## src/sv/lpp_pkg.sv

```systemverilog
// Shared types, constants and pattern decode for the line position PID block.
`default_nettype none
package lpp_pkg;

   localparam int INTEGRAL_WIDTH = 16;
   localparam int PATTERN_W      = 7;
   localparam int POS_W          = 3;
   localparam int DELTA_W        = POS_W + 1;
   localparam int GAIN_W         = 8;
   localparam int LIMIT_W        = 7;
   localparam int DRIVE_W        = 8;
   localparam int PROD_P_W       = GAIN_W + POS_W;
   localparam int PROD_I_W       = GAIN_W + INTEGRAL_WIDTH;
   localparam int PROD_D_W       = GAIN_W + DELTA_W;
   localparam int RAW_W          = PROD_I_W + 2;

   localparam int CSR_DATA_W = 32;
   localparam int CSR_ADDR_W = 4;
   localparam int REG_IDX_W  = 2;

   localparam logic [REG_IDX_W-1:0] REG_GAIN_PROP     = 2'd0;
   localparam logic [REG_IDX_W-1:0] REG_GAIN_INTEGRAL = 2'd1;
   localparam logic [REG_IDX_W-1:0] REG_GAIN_DERIV    = 2'd2;
   localparam logic [REG_IDX_W-1:0] REG_DRIVE_LIMIT   = 2'd3;

   localparam logic signed [GAIN_W-1:0] GAIN_PROP_RESET     = 8'sd2;
   localparam logic signed [GAIN_W-1:0] GAIN_INTEGRAL_RESET = 8'sd0;
   localparam logic signed [GAIN_W-1:0] GAIN_DERIV_RESET    = 8'sd0;
   localparam logic [LIMIT_W-1:0]       DRIVE_LIMIT_RESET   = 7'd10;

   typedef struct packed {
      logic                    known;
      logic signed [POS_W-1:0] pos;
   } decode_type;

   function automatic decode_type decode_pattern(input logic [PATTERN_W-1:0] pat,
                                                 input logic signed [POS_W-1:0] held);
      decode_type d;
      d.known = 1'b1;
      d.pos   = held;
      case (pat)
         7'd1:         d.pos = 3'sd3;
         7'd2, 7'd3:   d.pos = 3'sd2;
         7'd4, 7'd6:   d.pos = 3'sd1;
         7'd8, 7'd12:  d.pos = 3'sd0;
         7'd16, 7'd24: d.pos = -3'sd1;
         7'd32, 7'd48: d.pos = -3'sd2;
         7'd64, 7'd96: d.pos = -3'sd3;
         default:      d.known = 1'b0;
      endcase
      return d;
   endfunction

endpackage
`default_nettype wire

```

## src/sv/lpp_if.sv

```systemverilog
// Request and response channel interfaces for the line position PID block.
`default_nettype none
interface lpp_req_if;
   logic                                valid;
   logic                                ready;
   logic [lpp_pkg::PATTERN_W-1:0]       sensor_pattern;

   modport source (output valid, output sensor_pattern, input ready);
   modport sink   (input valid, input sensor_pattern, output ready);
endinterface

interface lpp_rsp_if;
   logic                                valid;
   logic                                ready;
   logic signed [lpp_pkg::DRIVE_W-1:0]  drive;
   logic signed [lpp_pkg::POS_W-1:0]    position;
   logic                                pattern_known;
   logic                                clamped;

   modport source (output valid, output drive, output position, output pattern_known,
                   output clamped, input ready);
   modport sink   (input valid, input drive, input position, input pattern_known,
                   input clamped, output ready);
endinterface
`default_nettype wire

```

## src/sv/line_position_pid.sv

```systemverilog
// Line position PID controller top level: decode, integrate, multiply, clamp.
// Takes one sensor pattern request per clock, a throughput of one request per cycle,
// unless the response side stalls, and returns one response per request, in order.
// Three register stages sit behind the request port: decode and integral update, the
// three gain multipliers, then the sum and clamp. A request passes the stage 1,
// stage 2 and output registers before its response is valid, and each stage holds
// while the response side stalls. The position and integral state update as each
// request is taken. Gains and the drive limit sit in APB registers at byte addresses
// 0, 4, 8 and 12 and are to be written only while no request is in flight.
`default_nettype none
module line_position_pid (
   input  wire logic                            clock,
   input  wire logic                            reset,
   lpp_req_if.sink                              req_bus,
   lpp_rsp_if.source                            rsp_bus,
   input  wire logic                            csr_psel,
   input  wire logic                            csr_penable,
   input  wire logic                            csr_pwrite,
   input  wire logic [lpp_pkg::CSR_ADDR_W-1:0]  csr_paddr,
   input  wire logic [lpp_pkg::CSR_DATA_W-1:0]  csr_pwdata,
   output logic      [lpp_pkg::CSR_DATA_W-1:0]  csr_prdata,
   output logic                                 csr_pready
);

   localparam int IW = lpp_pkg::INTEGRAL_WIDTH;
   localparam logic signed [IW:0] IMAX = {2'b00, {(IW-1){1'b1}}};
   localparam logic signed [IW:0] IMIN = {2'b11, {(IW-1){1'b0}}};

   // configuration
   logic signed [lpp_pkg::GAIN_W-1:0]  gain_prop_ff, gain_integral_ff, gain_deriv_ff;
   logic        [lpp_pkg::LIMIT_W-1:0] drive_limit_ff;
   logic                               csr_write;
   logic [lpp_pkg::REG_IDX_W-1:0]      csr_idx;

   // running state
   logic signed [lpp_pkg::POS_W-1:0]   prev_pos_ff;
   logic signed [IW-1:0]               integ_ff;

   // stage 1
   logic                               s1_valid_ff;
   logic                               s1_known_ff;
   logic signed [lpp_pkg::POS_W-1:0]   s1_pos_ff;
   logic signed [IW-1:0]               s1_sum_ff;
   logic signed [lpp_pkg::DELTA_W-1:0] s1_delta_ff;

   // stage 2
   logic                                s2_valid_ff;
   logic                                s2_known_ff;
   logic signed [lpp_pkg::POS_W-1:0]    s2_pos_ff;
   logic signed [lpp_pkg::PROD_P_W-1:0] s2_prod_p_ff;
   logic signed [lpp_pkg::PROD_I_W-1:0] s2_prod_i_ff;
   logic signed [lpp_pkg::PROD_D_W-1:0] s2_prod_d_ff;

   // output stage
   logic                                out_valid_ff;
   logic signed [lpp_pkg::DRIVE_W-1:0]  out_drive_ff;
   logic signed [lpp_pkg::POS_W-1:0]    out_pos_ff;
   logic                                out_known_ff;
   logic                                out_clamped_ff;

   logic out_ready, s2_ready, s1_ready, req_take;

   lpp_pkg::decode_type                 dec_in;
   logic signed [IW:0]                  sum_wide;
   logic signed [IW-1:0]                sum_in;
   logic signed [lpp_pkg::DELTA_W-1:0]  delta_in;

   logic signed [lpp_pkg::PROD_P_W-1:0] prod_p_in;
   logic signed [lpp_pkg::PROD_I_W-1:0] prod_i_in;
   logic signed [lpp_pkg::PROD_D_W-1:0] prod_d_in;

   logic signed [lpp_pkg::RAW_W-1:0]    raw_in, lim_pos, lim_neg;
   logic signed [lpp_pkg::DRIVE_W-1:0]  drive_in;
   logic                                clamped_in;

   // handshake
   assign out_ready     = !out_valid_ff || rsp_bus.ready;
   assign s2_ready      = !s2_valid_ff || out_ready;
   assign s1_ready      = !s1_valid_ff || s2_ready;
   assign req_bus.ready = s1_ready;
   assign req_take      = req_bus.valid && s1_ready;

   assign rsp_bus.valid         = out_valid_ff;
   assign rsp_bus.drive         = out_drive_ff;
   assign rsp_bus.position      = out_pos_ff;
   assign rsp_bus.pattern_known = out_known_ff;
   assign rsp_bus.clamped       = out_clamped_ff;

   // decode and integrate
   always_comb begin
      dec_in   = lpp_pkg::decode_pattern(req_bus.sensor_pattern, prev_pos_ff);
      sum_wide = (IW+1)'(integ_ff) + (IW+1)'(dec_in.pos);
      if (sum_wide > IMAX) begin
         sum_in = IMAX[IW-1:0];
      end else if (sum_wide < IMIN) begin
         sum_in = IMIN[IW-1:0];
      end else begin
         sum_in = sum_wide[IW-1:0];
      end
      delta_in = lpp_pkg::DELTA_W'(dec_in.pos) - lpp_pkg::DELTA_W'(prev_pos_ff);
   end

   // multiply
   assign prod_p_in = gain_prop_ff * s1_pos_ff;
   assign prod_i_in = gain_integral_ff * s1_sum_ff;
   assign prod_d_in = gain_deriv_ff * s1_delta_ff;

   // sum and clamp
   always_comb begin
      raw_in  = lpp_pkg::RAW_W'(s2_prod_p_ff) + lpp_pkg::RAW_W'(s2_prod_i_ff)
              + lpp_pkg::RAW_W'(s2_prod_d_ff);
      lim_pos = {{(lpp_pkg::RAW_W-lpp_pkg::LIMIT_W){1'b0}}, drive_limit_ff};
      lim_neg = -lim_pos;
      if (raw_in > lim_pos) begin
         drive_in   = lim_pos[lpp_pkg::DRIVE_W-1:0];
         clamped_in = 1'b1;
      end else if (raw_in < lim_neg) begin
         drive_in   = lim_neg[lpp_pkg::DRIVE_W-1:0];
         clamped_in = 1'b1;
      end else begin
         drive_in   = raw_in[lpp_pkg::DRIVE_W-1:0];
         clamped_in = 1'b0;
      end
   end

   always_ff @(posedge clock) begin
      if (reset) begin
         prev_pos_ff  <= '0;
         integ_ff     <= '0;
         s1_valid_ff  <= 1'b0;
         s2_valid_ff  <= 1'b0;
         out_valid_ff <= 1'b0;
      end else begin
         if (req_take) begin
            prev_pos_ff <= dec_in.pos;
            integ_ff    <= sum_in;
         end
         if (s1_ready) begin
            s1_valid_ff <= req_bus.valid;
         end
         if (s2_ready) begin
            s2_valid_ff <= s1_valid_ff;
         end
         if (out_ready) begin
            out_valid_ff <= s2_valid_ff;
         end
      end
   end

   always_ff @(posedge clock) begin
      if (req_take) begin
         s1_known_ff <= dec_in.known;
         s1_pos_ff   <= dec_in.pos;
         s1_sum_ff   <= sum_in;
         s1_delta_ff <= delta_in;
      end
      if (s2_ready && s1_valid_ff) begin
         s2_known_ff  <= s1_known_ff;
         s2_pos_ff    <= s1_pos_ff;
         s2_prod_p_ff <= prod_p_in;
         s2_prod_i_ff <= prod_i_in;
         s2_prod_d_ff <= prod_d_in;
      end
      if (out_ready && s2_valid_ff) begin
         out_drive_ff   <= drive_in;
         out_pos_ff     <= s2_pos_ff;
         out_known_ff   <= s2_known_ff;
         out_clamped_ff <= clamped_in;
      end
   end

   // configuration registers
   assign csr_pready = 1'b1;
   assign csr_write  = csr_psel && csr_penable && csr_pwrite;
   assign csr_idx    = csr_paddr[lpp_pkg::CSR_ADDR_W-1:2];

   always_ff @(posedge clock) begin
      if (reset) begin
         gain_prop_ff     <= lpp_pkg::GAIN_PROP_RESET;
         gain_integral_ff <= lpp_pkg::GAIN_INTEGRAL_RESET;
         gain_deriv_ff    <= lpp_pkg::GAIN_DERIV_RESET;
         drive_limit_ff   <= lpp_pkg::DRIVE_LIMIT_RESET;
      end else if (csr_write) begin
         case (csr_idx)
            lpp_pkg::REG_GAIN_PROP: begin
               gain_prop_ff <= csr_pwdata[lpp_pkg::GAIN_W-1:0];
            end
            lpp_pkg::REG_GAIN_INTEGRAL: begin
               gain_integral_ff <= csr_pwdata[lpp_pkg::GAIN_W-1:0];
            end
            lpp_pkg::REG_GAIN_DERIV: begin
               gain_deriv_ff <= csr_pwdata[lpp_pkg::GAIN_W-1:0];
            end
            lpp_pkg::REG_DRIVE_LIMIT: begin
               drive_limit_ff <= csr_pwdata[lpp_pkg::LIMIT_W-1:0];
            end
            default: begin
            end
         endcase
      end
   end

   always_comb begin
      case (csr_idx)
         lpp_pkg::REG_GAIN_PROP: begin
            csr_prdata = {{(lpp_pkg::CSR_DATA_W-lpp_pkg::GAIN_W){1'b0}}, gain_prop_ff};
         end
         lpp_pkg::REG_GAIN_INTEGRAL: begin
            csr_prdata = {{(lpp_pkg::CSR_DATA_W-lpp_pkg::GAIN_W){1'b0}}, gain_integral_ff};
         end
         lpp_pkg::REG_GAIN_DERIV: begin
            csr_prdata = {{(lpp_pkg::CSR_DATA_W-lpp_pkg::GAIN_W){1'b0}}, gain_deriv_ff};
         end
         lpp_pkg::REG_DRIVE_LIMIT: begin
            csr_prdata = {{(lpp_pkg::CSR_DATA_W-lpp_pkg::LIMIT_W){1'b0}}, drive_limit_ff};
         end
         default: begin
            csr_prdata = '0;
         end
      endcase
   end

endmodule
`default_nettype wire
```

## src/flat_wrapper.sv

```systemverilog
// flat-port wrapper written by rule: the top's interface ports become plain ports
module line_position_pid_flat 
  (clock, reset, csr_psel, csr_penable, csr_pwrite, csr_paddr, csr_pwdata, csr_prdata, csr_pready, req_bus_valid, req_bus_sensor_pattern, req_bus_ready, rsp_bus_valid, rsp_bus_drive, rsp_bus_position, rsp_bus_pattern_known, rsp_bus_clamped, rsp_bus_ready);
  lpp_req_if req_bus_i ();
  lpp_rsp_if rsp_bus_i ();
  input  wire logic clock;
  input  wire logic reset;
  input  wire logic csr_psel;
  input  wire logic csr_penable;
  input  wire logic csr_pwrite;
  input  wire logic [lpp_pkg::CSR_ADDR_W-1:0] csr_paddr;
  input  wire logic [lpp_pkg::CSR_DATA_W-1:0] csr_pwdata;
  output logic      [lpp_pkg::CSR_DATA_W-1:0] csr_prdata;
  output logic csr_pready;
  input wire logic [$bits(req_bus_i.valid)-1:0] req_bus_valid;
  input wire logic [$bits(req_bus_i.sensor_pattern)-1:0] req_bus_sensor_pattern;
  output wire logic [$bits(req_bus_i.ready)-1:0] req_bus_ready;
  output wire logic [$bits(rsp_bus_i.valid)-1:0] rsp_bus_valid;
  output wire logic [$bits(rsp_bus_i.drive)-1:0] rsp_bus_drive;
  output wire logic [$bits(rsp_bus_i.position)-1:0] rsp_bus_position;
  output wire logic [$bits(rsp_bus_i.pattern_known)-1:0] rsp_bus_pattern_known;
  output wire logic [$bits(rsp_bus_i.clamped)-1:0] rsp_bus_clamped;
  input wire logic [$bits(rsp_bus_i.ready)-1:0] rsp_bus_ready;
  assign req_bus_i.valid = req_bus_valid;
  assign req_bus_i.sensor_pattern = req_bus_sensor_pattern;
  assign req_bus_ready = req_bus_i.ready;
  assign rsp_bus_valid = rsp_bus_i.valid;
  assign rsp_bus_drive = rsp_bus_i.drive;
  assign rsp_bus_position = rsp_bus_i.position;
  assign rsp_bus_pattern_known = rsp_bus_i.pattern_known;
  assign rsp_bus_clamped = rsp_bus_i.clamped;
  assign rsp_bus_i.ready = rsp_bus_ready;
  line_position_pid u_core (.clock(clock), .reset(reset), .req_bus(req_bus_i), .rsp_bus(rsp_bus_i), .csr_psel(csr_psel), .csr_penable(csr_penable), .csr_pwrite(csr_pwrite), .csr_paddr(csr_paddr), .csr_pwdata(csr_pwdata), .csr_prdata(csr_prdata), .csr_pready(csr_pready));
endmodule
```

## config.mk

```make
export PLATFORM = sky130hd
export DESIGN_NAME = line_position_pid_flat
export DESIGN_NICKNAME = d
export VERILOG_FILES = /design/src/sv/lpp_pkg.sv /design/src/sv/lpp_if.sv /design/src/sv/line_position_pid.sv /design/src/flat_wrapper.sv
export SDC_FILE = /design/constraint.sdc
export NUM_CORES = 1
export LEC_CHECK = 0
export ABC_AREA = 1
export BUFFER_PORTS_ARGS = -buffer_cell sky130_fd_sc_hd__buf_4
export CAP_MARGIN = 15
export CORE_MARGIN = 2
export CORE_UTILIZATION = 54
export DETAILED_ROUTE_END_ITERATION = 10
export PLACE_DENSITY = 0.72
export SYNTH_ARGS = -nofsm -noshare
export SYNTH_HDL_FRONTEND = slang
export SYNTH_SLANG_ARGS = --single-unit
```

## constraint.sdc

```tcl
create_clock -name clock -period 9.8 [get_ports clock]
set_input_delay 0.49 -clock clock [delete_from_list [all_inputs] [get_ports clock]]
set_output_delay 0.49 -clock clock [all_outputs]
set_load 0.02 [all_outputs]
```

; ---- Yosys cells after proc, flatten, opt, wreduce, memory -nomap -nowiden
; Cells that the tools add are included.
[totals]
regBits = 141
inputBits = 50
output_inout_bits = 48
elab_cells = 82
[op_classes]
n_addsub = 5
multipliers = 3
magnitude_cmp = 4
n_eq_ne = 16
mux = 8
reduce_logical = 23
[ops]
columns = operator, n
row1 = 32-bit case mux with 4 select lines, 1
row2 = 16-bit two-way mux, 2
row3 = 25-bit by 12-bit adder with 26-bit output, 1
row4 = 26-bit by 8-bit > comparator with 1-bit output, 1
row5 = 26-bit less-than comparator, 1
row6 = 7-bit negator with 26-bit output, 1
row7 = 11-bit by 24-bit adder with 25-bit output, 1
row8 = 8-bit by 16-bit multiplier with 24-bit output, 1
row9 = 3-bit case mux with 7 select lines, 1
row10 = 16-bit by 3-bit adder with 17-bit output, 1
row11 = 17-bit by 16-bit > comparator with 1-bit output (second input constant), 1
row12 = 17-bit by 16-bit less-than comparator with 1-bit output (second input constant), 1
row13 = 7-bit by 2-bit == test with 1-bit output (second input constant), 2
row14 = 7-bit by 3-bit == test with 1-bit output (second input constant), 2
row15 = 7-bit by 4-bit == test with 1-bit output (second input constant), 2
row16 = 7-bit by 5-bit == test with 1-bit output (second input constant), 2
row17 = 7-bit by 6-bit == test with 1-bit output (second input constant), 2
row18 = 7-bit == test (second input constant), 2
row19 = 13-bit OR reduction, 1
row20 = 8-bit by 4-bit multiplier with 12-bit output, 1
row21 = 2-bit OR reduction, 6
row22 = 8-bit by 3-bit multiplier with 11-bit output, 1
row23 = 8-bit two-way mux, 1
row24 = 2-bit AND reduction, 4
row25 = 10 further kinds, 20

; ---- Depth between registers and ports, before layout
; Gate-level depths: netlist of the first run.
[logic_depth]
ltp_word = 7
mapped_depth = 29
ltp_nobuf = 28

; ---- Worst setup path after synthesis of the first run
; No wires, ideal clock.
[synth_timing]
path_kind = flip-flop to flip-flop
start = register u_core.gain_integral_ff[6] (netlist bit)
end = register u_core.s2_prod_i_ff[21] (netlist bit), data pin
arrival_time_ps = 4283
required_ps = 9538
slack_ps = 5254
path_stages_with_launch = 20
cell_sequence = dfxtp_1 clkbuf_1 clkbuf_1 nand2_1 fa_1 inv_1 fa_1 fa_1 fa_1 ha_1 nand2_1 inv_1 nand4_1 nand3_1 nand2_1 nand2_1 a21oi_1 o21bai_1 a21oi_1 xor2_1
[synth_between]
elab_chain_len = 1
[synth_rtl]
columns = item, line_no
row1 = start: declaration, line_position_pid.sv:30  ; logic signed [lpp_pkg::GAIN_W-1:0] gain_prop_ff, gain_integral_ff, gain_deriv_ff;
row2 = start signal: assignment, line_position_pid.sv:180  ; gain_integral_ff <= lpp_pkg::GAIN_INTEGRAL_RESET;
row3 = start signal: assignment, line_position_pid.sv:189  ; gain_integral_ff <= csr_pwdata[lpp_pkg::GAIN_W-1:0];
row4 = 8-bit by 16-bit multiplier with 24-bit output, line_position_pid.sv:105  ; assign prod_i_in = gain_integral_ff * s1_sum_ff;
row5 = "named net u_core.prod_i_in, one bit", line_position_pid.sv:69  ; logic signed [lpp_pkg::PROD_I_W-1:0] prod_i_in;
row6 = end signal: assignment, line_position_pid.sv:161  ; s2_prod_i_ff <= prod_i_in;
row7 = end: declaration, line_position_pid.sv:51  ; logic signed [lpp_pkg::PROD_I_W-1:0] s2_prod_i_ff;
; The timed path passes the listed nets, and every way through them passes these cells.
; A chain may end at the register's enable or synchronous reset.

; ---- Worst setup path after layout of the first run
[layout_timing]
start = register u_core.s2_prod_d_ff[11] (netlist bit)
end = register u_core.out_drive_ff (netlist bit u_core.rsp_bus.drive[7]), data pin
[layout_between]
elab_chain_len = 3
elab_cells_between_ends = 4
[layout_rtl]
columns = item, line_no
row1 = start: declaration, line_position_pid.sv:52  ; logic signed [lpp_pkg::PROD_D_W-1:0] s2_prod_d_ff;
row2 = start signal: assignment, line_position_pid.sv:162  ; s2_prod_d_ff <= prod_d_in;
row3 = 25-bit by 12-bit adder with 26-bit output *, line_position_pid.sv:111  ; + lpp_pkg::RAW_W'(s2_prod_d_ff);
row4 = 26-bit less-than comparator, line_position_pid.sv:117  ; end else if (raw_in < lim_neg) begin
row5 = 8-bit two-way mux, line_position_pid.sv:117
row6 = end signal: assignment, line_position_pid.sv:165  ; out_drive_ff <= drive_in;
row7 = end: declaration, line_position_pid.sv:56  ; logic signed [lpp_pkg::DRIVE_W-1:0] out_drive_ff;
; Every way passes the cells marked *; elsewhere a longest branch is shown, timed or not.

==> results of run 1 <==
-- report_power, final --
group / total (uW) / switching (uW) / internal [uW]
clock network: 636 / 295 / 341
registers: 794 / 79.7 / 714
logic: 981 / 629 / 353
-- logic make-up (layout without fill, tap and decap cells) --
| family | Yosys count | in the layout | synth area share |
|---|---|---|---|
| xor gates and xnor gates | 65 | 65 | 0.03708 |
| adders and majority gates | 314 | 314 | 0.3175 |
| DFF | 141 | 141 | 0.2306 |
| other | 2 | 25 | 0.0004675 |
| AOI/OAI and AO/OA | 188 | 188 | 0.06621 |
| and+or+nand+nor | 841 | 841 | 0.2222 |
| buffers and inverters | 509 | 516 | 0.1260 |
-- flip-flops by register name, indices dropped and copies added, names as in the netlist, 3 cells and up --
signal	flops
u_core.integ_ff	16
u_core.prev_pos_ff	3
u_core.s2_prod_d_ff	12
u_core.s1_sum_ff	16
u_core.drive_limit_ff	7
u_core.s1_pos_ff	3
u_core.rsp_bus.position	3
u_core.s2_pos_ff	3
u_core.s2_prod_i_ff	24
u_core.gain_deriv_ff	8
u_core.s1_delta_ff	4
u_core.gain_integral_ff	8
u_core.rsp_bus.drive	8
u_core.gain_prop_ff	8
u_core.s2_prod_p_ff	11
-- worst max path at each step --
stage / startpoint / to / slack (ns) / cells after the start
floorplan: u_core.gain_integral_ff[6]$_SDFFE_PP0P_ / u_core.s2_prod_i_ff[21]$_DFFE_PP_ / 5.25 / 19
global placement: u_core.s2_prod_d_ff[11]$_DFFE_PP_ / u_core.rsp_bus.drive[7]$_SDFFCE_PP0P_ / 4.75 / 22
detailed placement: u_core.s2_prod_d_ff[11]$_DFFE_PP_ / u_core.rsp_bus.drive[7]$_SDFFCE_PP0P_ / 4.65 / 22
CTS: u_core.s2_prod_d_ff[11]$_DFFE_PP_ / u_core.rsp_bus.drive[7]$_SDFFCE_PP0P_ / 4.64 / 22
global route: u_core.s2_prod_d_ff[11]$_DFFE_PP_ / u_core.rsp_bus.drive[7]$_SDFFCE_PP0P_ / 4.19 / 22
finish: u_core.s2_prod_d_ff[11]$_DFFE_PP_ / u_core.rsp_bus.drive[7]$_SDFFCE_PP0P_ / 4.68 / 24
-- critical path, delay by kind of cell, from the launching register on --
kind                       cells  cell delay [ns]
and+or+nand+nor               13             1.51
adders and majority gates      3             1.30
DFF                            1             0.92
AOI/OAI and AO/OA              4             0.54
xor gates and xnor gates       1             0.36
buffers and inverters          3             0.24
-- metrics by stage --
stage	total power, uW	instances	hold WS (ns)	area [um^2]
global placement	1753	2448	0.4017	16630
global route	2596	2480	0.3423	17210
floorplan	1551	2083	0.4003	16150
CTS	2423	2480	0.3141	17210
finish	2412	2480	0.3238	17210
detailed placement	1783	2448	0.4056	16630
-- cell usage in the layout, fill, tap and decap left out, types with 15 or more instances in the layout --
cell and n:
a21oi_1 85, buf_4 50, clkbuf_16 17, conb_1 25, dfxtp_1 53, edfxtp_1 88, fa_1 156, ha_1 158
inv_1 421, nand2_1 506, nand3_1 87, nand4_1 15, nor2_1 146, nor3_1 18, o21ai_0 57, or2_2 24
xnor2_1 18, xor2_1 45
-- layer usage --
metal	up-vias	track usage	share of wire	routed length [um]
li1	6360	-	-	-
met1	6089	0.2929	0.44	15240
met2	296	0.4185	0.50	17280
met3	54	0.03359	0.046	1592
met4	0	0.06061	0.017	577
met5	-	0	0	0
-- layout make-up --
| type | count | area [um^2] | area share |
|---|---|---|---|
| Multi-Input combinational cell | 1433 | 10430 | 0.6060 |
| Sequential cell | 141 | 3704 | 0.2152 |
| Inverter | 434 | 1629 | 0.09466 |
| Tap cell | 390 | 488.0 | 0.02835 |
| Clock buffer | 17 | 425.4 | 0.02472 |
| Timing Repair Buffer | 50 | 375.4 | 0.02181 |
| Clock inverter | 15 | 158.9 | 0.009233 |
==> flow_summary.yaml, run 1 <==
layout:
  fin_util: 0.5838
  drive_gt1_frac: 0.07368
  fillers: 2689
  area_growth_pct: 7.143
  final_nets: 2441
  antenna_cells: 0
yosys:
  synth.distinct_cells: 52
  synth_top_area_share: 0.1944
  synth_edf_count: 88
  syn_inst: 2060
  synth_area_leaders: "fa_1, edfxtp_1, ha_1, nand2_1, inv_1"
  synth_seq_cells: 141
  async_reset_ff_frac: 0
  avgSynthCellArea_um2: 7.798
  yosys.area.top_type: "fa_1"
  yosys.cell_count.top_type: "nand2_1"
  ys_seq_area_frac: 0.2306
  synth_area_um2: 16060
  ys_warn_count: 0
  synthFlopType: "edfxtp_1"
  synth_common_cells: "nand2_1, inv_1, ha_1"
critical_path:
  crit_path_frequent_cell: "nand2_1"
  r2r_slack_ns: 4.68
  timing.rr.end: "u_core.rsp_bus.drive[7]$_SDFFCE_PP0P_"
  slowest_delay_ns: 0.92
  crit_path_cell_trace: "fa_1, ha_1, nand2_1, inv_1, nand2_1, nand2_1, inv_1, nand2_1, nand2_1, nand3_2, nand4_2, nand2_2, xor2_4, inv_1, ha_1, nand2_1, nor2_1, a211oi_1, o21ai_0, a21oi_1, nand3_1, nand3_1, o21ai_0, and2_4"
  end_kind: "flip-flop"
  arrival_ns: 5.31
  crit_slowest_cell: "edfxtp_1"
  worstPathRequired_ns: 9.99
  worstSetupPathType: "reg2reg"
  worstReg2RegStart: "u_core.s2_prod_d_ff[11]$_DFFE_PP_"
  crit_fanout: 13
  start_kind: "flip-flop"
  r2r_cells: 24
timing:
  fin_setup_tns_ns: 0
  tightestPinTransition_ns: 1.049
  skew_ns: 0.01526
  hold_viol_final: 0
  drv_slew: 0
  slew-limit-headroom: 0.2944
  setup_viol: 0
  min_period_ns: 5.121
  max_freq_ghz: 0.1953
  period_share: 0.5226
  setup_ws_ns: 4.679
  rsz0062_at_grt: "false"
floorplanning:
  die_w_um: 176.5
  placementRows: 63
  ios: 98
  start_util: 0.5449
  die_y_um: 176.5
  coreArea_um2: 29480
  dieArea_um2: 31140
clock_network:
  numCtsBuffers: 17
  cts_resized: 0
  cts_hold_buf: 0
  cts.clk_slew.worst_paths_ns: 0.07
  clockBufferDepth: 2
  cts.sinks: 141
  clk-insertion-delay-late_ns: 0.43
  cts_setup_buffers: 0
  cts-root-buf: "clkbuf_16"
  htree_levels: 4
  cts_tree: "built"
place:
  gp_congestion: 0.9196
  dp_hpwl_mm: 28.36
  port_buffers: 46
  place_ws_ns: 4.645
min_path:
  timing.hold.worst.class: "in2reg"
  min-delay-start: "csr_pwdata[1]"
  hold_end: "u_core.gain_prop_ff[1]$_SDFFE_PP1P_"
  worstHoldPathCells: 3
route:
  first_pass_iters: 5
  via_per_inst: 5.161
  finalWirelength_mm: 34.69
  detail-route-antenna-nets: 0
  wl_per_cell_um: 13.99
  vias: 12800
  drt_iter0_drc: 722
  drcViolationCount: 0
global_route:
  grt_pass1_wl_mm: 58.30
  grt_pass1_vias: 12670
  antenna_found_initial: 0
  grt_max_degree: 58
  grt_overflow: 0
  grtUsageTotal: 0.2326
power:
  power_leakage_uw: 0.009728
  p_per_area_nw_per_um2: 140.1
  ir_drop_v: 0.0001015
outcome:
  status: "finished clean"
run:
  drv_cap: 0
No activity file was read; power rests on OpenSTA's default activity.
==> run 2: changes to the inputs <==
--- a/config.mk
+++ b/config.mk
@@ -11,7 +11,7 @@
 export CORE_MARGIN = 2
 export CORE_UTILIZATION = 54
 export DETAILED_ROUTE_END_ITERATION = 10
-export PLACE_DENSITY = 0.72
+export PLACE_DENSITY = 0.75
 export SYNTH_ARGS = -nofsm -noshare
 export SYNTH_HDL_FRONTEND = slang
 export SYNTH_SLANG_ARGS = --single-unit
==> constraint.sdc (replaced) <==
create_clock -name clock -period 4.1 [get_ports clock]
set_input_delay 0.205 -clock clock [delete_from_list [all_inputs] [get_ports clock]]
set_output_delay 0.205 -clock clock [all_outputs]
set_load 0.02 [all_outputs]
==> run 2 against run 1 <==
Highest routed layer unchanged. Non-clock buffer count increased by 154. Critical endpoint is now u_core.s2_prod_i_ff[19]$_DFFE_PP_. Sequential share of layout area down 2.6 points. Largest cell class unchanged. Combinational power grew to 3.2 times the previous value. First-iteration DRC count rose by 0.55%. Utilization rose by 8.0 points. Largest power group unchanged. The run now ends with setup timing left.
==> flow_summary.yaml, run 2 (synthesized netlist as in run 1, its figures left out) <==
outcome:
  status: "complete, but fails checks"
  violations: "setup timing"
timing:
  setup_ws_ns: -0.2339
  skew_ns: 0.01800
  drv_slew: 0
  rsz0062_at_grt: "true"
  max_freq_ghz: 0.2307
  period_share: 1.057
  fin_setup_tns_ns: -2.358
  min_period_ns: 4.334
  hold_viol_final: 0
  setup_viol: 22
  slew-limit-headroom: 0.2675
  tightestPinTransition_ns: 1.099
layout:
  final_nets: 2598
  regArea_um2: 3711
  fillers: 2353
  area_growth_pct: 21.91
  final_common_cell: "nand2_1"
  drive_gt1_frac: 0.2069
  antenna_cells: 0
  final-instance-count-excl-fill: 2637
  top_register: "u_core.s2_prod_i_ff"
  largest_registers: "u_core.s2_prod_i_ff (24), u_core.integ_ff (16), u_core.s1_sum_ff (16)"
  largest_register_ffs: 24
  final_cell_mix: "nand2_1, inv_1, buf_4"
  multi_input_area_um2: 11490
global_route:
  met1_usage: 0.3144
  grtUsageTotal: 0.2608
  grt_overflow: 0
  antenna_found_initial: 0
  top_usage_layer: "met2"
  grt_max_degree: 52
  grt_util_met2: 0.4770
  grt_pass1_wl_mm: 64.86
  grt_pass1_vias: 13980
  grt_use_met3: 0.03338
critical_path:
  slowest_delay_ns: 0.55
  worstSetupPathType: "reg2reg"
  start_kind: "flip-flop"
  worstPathRequired_ns: 4.27
  end_kind: "flip-flop"
  crit_fanout: 4
  crit_path_cell_trace: "buf_6, nand2_1, inv_2, fa_2, inv_2, fa_1, fa_1, fa_1, inv_2, ha_4, a21o_1, nand2_2, nand3_2, nand2_2, nand2_4, a21oi_4, o21bai_4, buf_4, xor2_1"
  arrival_ns: 4.51
  crit_slowest_cell: "fa_1"
clock_network:
  clockBufferDepth: 2
  clk-insertion-delay-late_ns: 0.43
  cts_hold_buf: 0
  cts_tree: "built"
  htree_levels: 4
  cts.sinks: 141
  numCtsBuffers: 17
  cts-root-buf: "clkbuf_16"
  cts.clk_slew.worst_paths_ns: 0.07
floorplanning:
  start_util: 0.5449
  die_w_um: 176.5
  placementRows: 63
  coreArea_um2: 29480
  ios: 98
  die_y_um: 176.5
  dieArea_um2: 31140
power:
  clkPwrFrac: 0.237
  ir_drop_v: 0.0002240
  power_switching_uw: 2674
  power_leakage_uw: 0.01066
  total_power_uw: 6535
  pwr-share-seq: 0.278
  p_int_uw: 3861
  p_comb_frac: 0.485
  swShare: 0.4092
  p_per_area_nw_per_um2: 333.7
place:
  dpl.cell_count: 2554
  gp_congestion: 0.9397
  place_ws_ns: -0.3095
  dp_hpwl_mm: 30.93
  port_buffers: 46
run:
  drv_cap: 0
route:
  via_per_inst: 5.221
  detail-route-antenna-nets: 0
  finalWirelength_mm: 40.61
  vias: 13770
  drt_iter0_drc: 726
  first_pass_iters: 7
  drcViolationCount: 0
  wl_per_cell_um: 15.40
min_path:
  timing.hold.worst.class: "in2reg"
[run 2: final timing paths]
path,slack (ns),startpoint,end,depth (start not counted)
setup / recovery,-0.23,u_core.s1_sum_ff[3]$_DFFE_PP_,u_core.s2_prod_i_ff[19]$_DFFE_PP_,19
hold / removal,0.06,csr_pwdata[1],u_core.gain_prop_ff[1]$_SDFFE_PP1P_,3
setup reg to reg,-0.23,u_core.s1_sum_ff[3]$_DFFE_PP_,u_core.s2_prod_i_ff[19]$_DFFE_PP_,19
hold reg to reg,0.43,u_core.s1_known_ff$_DFFE_PP_,u_core.s2_known_ff$_DFFE_PP_,0
[run 2: worst max-delay path: cells and delay by family, from the launching register on]
kind / cells / cell delay (ns)
AND/OR/NAND/NOR: 5 / 0.42
adder cells (fa/ha/maj): 5 / 2.02
flip-flops: 1 / 0.49
buffers and inverters: 5 / 0.46
XOR/XNOR: 1 / 0.13
AO/OA/AOI/OAI: 3 / 0.55
[run 2: final cells by class]
| class | instances | share of cell area |
|---|---|---|
| Multi-Input combinational cell | 1435 | 0.5867 |
| Sequential cell | 141 | 0.1895 |
| Timing Repair Buffer | 204 | 0.08543 |
| Inverter | 434 | 0.08345 |
| Tap cell | 390 | 0.02492 |
| Clock buffer | 18 | 0.02192 |
| Clock inverter | 14 | 0.007539 |
| Timing Repair inverter | 1 | 0.0005750 |
[run 2: power by group through the flow]
stage | combinational, uW | sequential [uW] | clock (uW)
2_1_floorplan | 2050 | 1800 | 0
3_3_place_gp | 2640 | 1850 | 0
3_5_place_dp | 2730 | 1860 | 0
4_1_cts | 2860 | 1820 | 1570
5_1_grt | 3540 | 1840 | 1620
6_report | 3170 | 1820 | 1550
[run 2: through the flow]
stage / utilization / hold WS [ns] / cell area (um^2)
6_report: 0.6642 / 0.05661 / 19580
5_1_grt: 0.6642 / 0.05746 / 19580
4_1_cts: 0.6407 / 0.04263 / 18890
3_5_place_dp: 0.6055 / 0.4062 / 17850
3_3_place_gp: 0.6055 / 0.4019 / 17850
2_1_floorplan: - / 0.3313 / 16660
[run 2: repair_timing]
action                                 4_1_cts  5_1_grt
pin swaps                                   46       68
gates cloned                                 1        3
buffers inserted                            23       24
resized for setup                           66      112
setup endpoints to repair                   22       27
endpoints found under the hold margin        0        0
[run 2: per-layer routing]
metal	routed length (um)	part of all wire
met5	0	0
met3	2092	0.052
met1	16460	0.41
met4	1212	0.030
met2	20850	0.51
